<file path="src/hdl/sad_pkg.sv">
// Shared types and constants for the SAD stereo disparity block.
package sad_pkg;

	localparam int RowW   = 11;
	localparam int ColW   = 10;
	localparam int PixW   = 8;
	localparam int HalfCfgW  = 3;
	localparam int WidthCfgW = 11;
	localparam int CfgDataW  = 11;
	localparam int CfgIdxW   = 1;
	localparam int DispW  = 7;

	localparam logic [CfgIdxW-1:0] REG_WINDOW_HALF = 1'd0;
	localparam logic [CfgIdxW-1:0] REG_IMAGE_WIDTH = 1'd1;

	localparam logic [HalfCfgW-1:0]  HALF_RESET  = 3'd5;
	localparam logic [WidthCfgW-1:0] WIDTH_RESET = 11'd640;
	localparam logic [WidthCfgW-1:0] WIDTH_MIN   = 11'd16;
	localparam int WidthLimit = 1024;

	typedef enum logic [2:0] {
		ST_IDLE,
		ST_SWEEP,
		ST_DRAIN,
		ST_CMP,
		ST_EMIT
	} state_t;

	typedef struct packed {
		logic load;
		logic step;
		logic next_d;
		logic push;
	} cmd_t;

	typedef struct packed {
		logic emit_now;
		logic last_ij;
		logic last_d;
		logic out_free;
	} sts_t;

endpackage

</file>
<file path="src/hdl/sad_ctrl.sv">
// Sequencer for the SAD sweep over window taps and disparity candidates.
module sad_ctrl (
	input  logic          clk,
	input  logic          arst_n,
	input  logic          in_valid,
	output logic          in_ready,
	input  sad_pkg::sts_t sts,
	output sad_pkg::cmd_t cmd
);

	sad_pkg::state_t state_q, state_d;

	always_ff @(posedge clk or negedge arst_n) begin
		if (!arst_n) begin
			state_q <= sad_pkg::ST_IDLE;
		end else begin
			state_q <= state_d;
		end
	end

	always_comb begin
		state_d    = state_q;
		cmd        = '0;
		in_ready   = 1'b0;
		unique case (state_q)
			sad_pkg::ST_IDLE: begin
				in_ready = 1'b1;
				if (in_valid) begin
					cmd.load = 1'b1;
					if (sts.emit_now) state_d = sad_pkg::ST_SWEEP;
				end
			end
			sad_pkg::ST_SWEEP: begin
				cmd.step = 1'b1;
				if (sts.last_ij) state_d = sad_pkg::ST_DRAIN;
			end
			sad_pkg::ST_DRAIN: begin
				state_d = sad_pkg::ST_CMP;
			end
			sad_pkg::ST_CMP: begin
				cmd.next_d = 1'b1;
				state_d = sts.last_d ? sad_pkg::ST_EMIT : sad_pkg::ST_SWEEP;
			end
			sad_pkg::ST_EMIT: begin
				if (sts.out_free) begin
					cmd.push = 1'b1;
					state_d = sad_pkg::ST_IDLE;
				end
			end
			default: state_d = sad_pkg::ST_IDLE;
		endcase
	end

endmodule

</file>
<file path="config.mk">
export PLATFORM = sky130hd
export DESIGN_NAME = sad_ctrl
export DESIGN_NICKNAME = d
export VERILOG_FILES = /design/src/hdl/sad_pkg.sv /design/src/hdl/sad_ctrl.sv
export SDC_FILE = /design/constraint.sdc
export NUM_CORES = 1
export LEC_CHECK = 0
export BUFFER_PORTS_ARGS = -buffer_cell sky130_fd_sc_hd__buf_2
export CAP_MARGIN = 30
export CORE_AREA = 2 2 39 41
export CTS_CLUSTER_SIZE = 28
export DETAILED_ROUTE_END_ITERATION = 6
export DIE_AREA = 0 0 41 43
export RECOVER_POWER = 100
export SLEW_MARGIN = 0
export SYNTH_ARGS = -nofsm -noshare
export SYNTH_HDL_FRONTEND = slang
export SYNTH_SLANG_ARGS = --single-unit
</file>
<file path="constraint.sdc">
create_clock -name clk -period 1.4 [get_ports clk]
set_input_delay 0.21 -clock clk [delete_from_list [all_inputs] [get_ports clk]]
set_output_delay 0.21 -clock clk [all_outputs]
set_load 0.005 [all_outputs]
</file>
==> reports/qor.csv <==
metric;value;unit
total_leakage_power;0.162;nW
slew_headroom;86.9;%
ys_top_cells_by_area;dfrtp_1, a221oi_2, buf_6, mux2_2, nor2_1;
endpoint_kind;output pin;
htreeDepth;1;
grt.overflow.total;0;
vias;211;
synth_compound_area_share;12.9;%
crit_family;flip-flops;
syn_inst;21;
path_clk_slew;0.04;ns
diodes;0;
dieArea;1760;um^2
hold_viol;0;
yosys.area.top_type_share;38.7;%
hold_class;input port to flip-flop;
setup_violations;0;
core_area;1380;um^2
portBuffers;11;
worstMarginPinSlew;0.196;ns
min_period;1.32;ns
cts_sinks;3;
p_per_area;1940;nW/um^2
pre_cts_slack;0.232;ns
die_h;43;um
largest_reg_flops;3;
antenna_found_initial;0;
drv_slew;0;
synthMuxAreaShare;5.81;%
dr.first_iter.drc_count;1;
clock_latency;0.23;ns
critPathMaxStageDelay;0.44;ns
period_share;94.3;%
ios;12;
yosys.area_share.adder;0;%
tns;0;ns
yosys_register_bits;3;
drc_errors;0;
start_util;14.0;%
largest_register;state_q;
path_cells;nor3_2 -> and2_1 -> buf_2;
antenna_left;0;
synthSimpleGateAreaFrac;34.8;%
row_count;14;
cp-start-kind;flip-flop;
hold_ws;0.249;ns
cp_max_fo;6;
cts_max_path_buffers;2;
p_total;0.651;mW
critPathSlowestCell;dfrtp_2;
syn_nets;28;
detail_route.first_pass.iterations;2;
wirelength;506;um
cp.arrival;1.11;ns
reg.largest.list;state_q (3);
syn_to_final_growth;72.9;%
yosys_warnings;0;
synth_top_family_by_area;simple AND/OR/NAND/NOR gates;
finalWorstSetupSlack;0.0797;ns
grt_pass1_wl;800;um
crit_type;flip-flop to output pin;
synth.avg_cell_area;9.24;um^2
fmax;757;MHz
cap_violations;0;
numCtsBuffers;3;
synth_area;194;um^2
yosysTopAreaCell;dfrtp_1;
yosysUniqueCellTypes;16;
layout-drive-gt1-share;56.1;%
finClkSkew;0.000601;ns
yosysSeqAreaShare;38.7;%
grt_pass1_vias;208;
rsz0062_at_grt;no;
cp_num_buf_inv;1;
synthXorXnorAreaFrac;0;%
outcome;finished clean;
die_w;41;um
fin_nets;49;
cp.required;1.19;ns
gp_congestion;0.671;
utilization;24.2;%
cts_root_buffer;clkbuf_4;
ir_drop;510;uV
cts_tree;yes;
viasPerCell;3.70;
grtUsageTotal;7.12;%
grt_max_degree;10;
wl_per_cell;8.88;um
==> report_power, final <==
part | internal (mW) | switching (mW) | total [mW]
clock network | 0.107 | 0.0432 | 0.150
logic | 0.191 | 0.116 | 0.308
registers | 0.129 | 0.0648 | 0.194
total | 0.427 | 0.224 | 0.651
==> routing by layer <==
metal  track usage (%)  vias up  routed length, um
met2              9.69        7                237
met5                 0        -                  0
met4              6.00        0                  0
met3              3.14        0                 34
li1                  -      113                  -
met1              8.01       91                234
==> cells in the mapped netlist <==
cell type,n
nor2_1,3
or2b_1,1
a21oi_1,1
dfrtp_1,3
nand2_1,2
mux2_2,1
nand3b_1,1
inv_1,1
and3_1,1
or4b_1,1
o21ai_0,1
nor3_1,1
buf_6,1
a221oi_2,1
nand2b_1,1
and2_1,1
==> kinds of logic (layout without fill, tap and decap cells) <==
| logic type | Yosys count | count (layout) |
|---|---|---|
| simple gates | 12 | 12 |
| compound gates | 3 | 3 |
| flops | 3 | 3 |
| buf+inv | 2 | 22 |
| mux | 1 | 1 |
==> cell usage in the layout (no fill, tap or decap), types with 2 or more instances in the layout <==
cell type  netlist  layout
buf_2            0       9
buf_4            0       4
clkbuf_1         0       3
clkbuf_4         0       3
dfrtp_2          0       3
nand2_1          2       2
nor2_1           3       3
==> timing repair <==
| action | 4_1_cts | 5_1_grt |
|---|---|---|
| resized for setup | 1 | 4 |
| hold buffers | 1 | 0 |
| buffers inserted | 0 | 5 |
| hold endpoints to repair | 3 | 0 |
| endpoints found under the setup margin | 1 | 2 |
| pin swaps | 0 | 1 |
==> area by class of cell <==
class / instances / area [um^2]
Sequential cell: 3 / 78.8
Timing Repair Buffer: 17 / 97.6
Fill cell: 161 / 1050
Inverter: 1 / 3.75
Clock buffer: 4 / 26.3
Multi-Input combinational cell: 16 / 109
Tap cell: 16 / 20.0
==> worst min-delay path: cells and delay by family <==
kind / cells / cell delay (ns)
buf+inv: 1 / 0.10
compound gates: 1 / 0.05
simple gates: 1 / 0.07
==> path summary, 6_finish.rpt <==
check	startpoint	endpoint	slack (ns)	cells after the start
worst max register to register	state_q[1]	state_q[2]	0.15	3
min in group asynchronous	arst_n	state_q[2]	0.32	2
worst max-delay path	state_q[1]	cmd[3]	0.08	3
max in group asynchronous	arst_n	state_q[0]	0.92	2
worst min register to register	state_q[2]	state_q[1]	0.50	1
worst min-delay path	sts[2]	state_q[1]	0.25	3
==> per-stage QoR <==
stage / instance area, um^2 / std cells
after floorplan: 194 / 21
after global placement: 258 / 47
after detailed placement: 258 / 47
after CTS: 299 / 52
after global routing: 335 / 57
final: 335 / 57
Note: power is estimated with default switching activity, not from simulation.
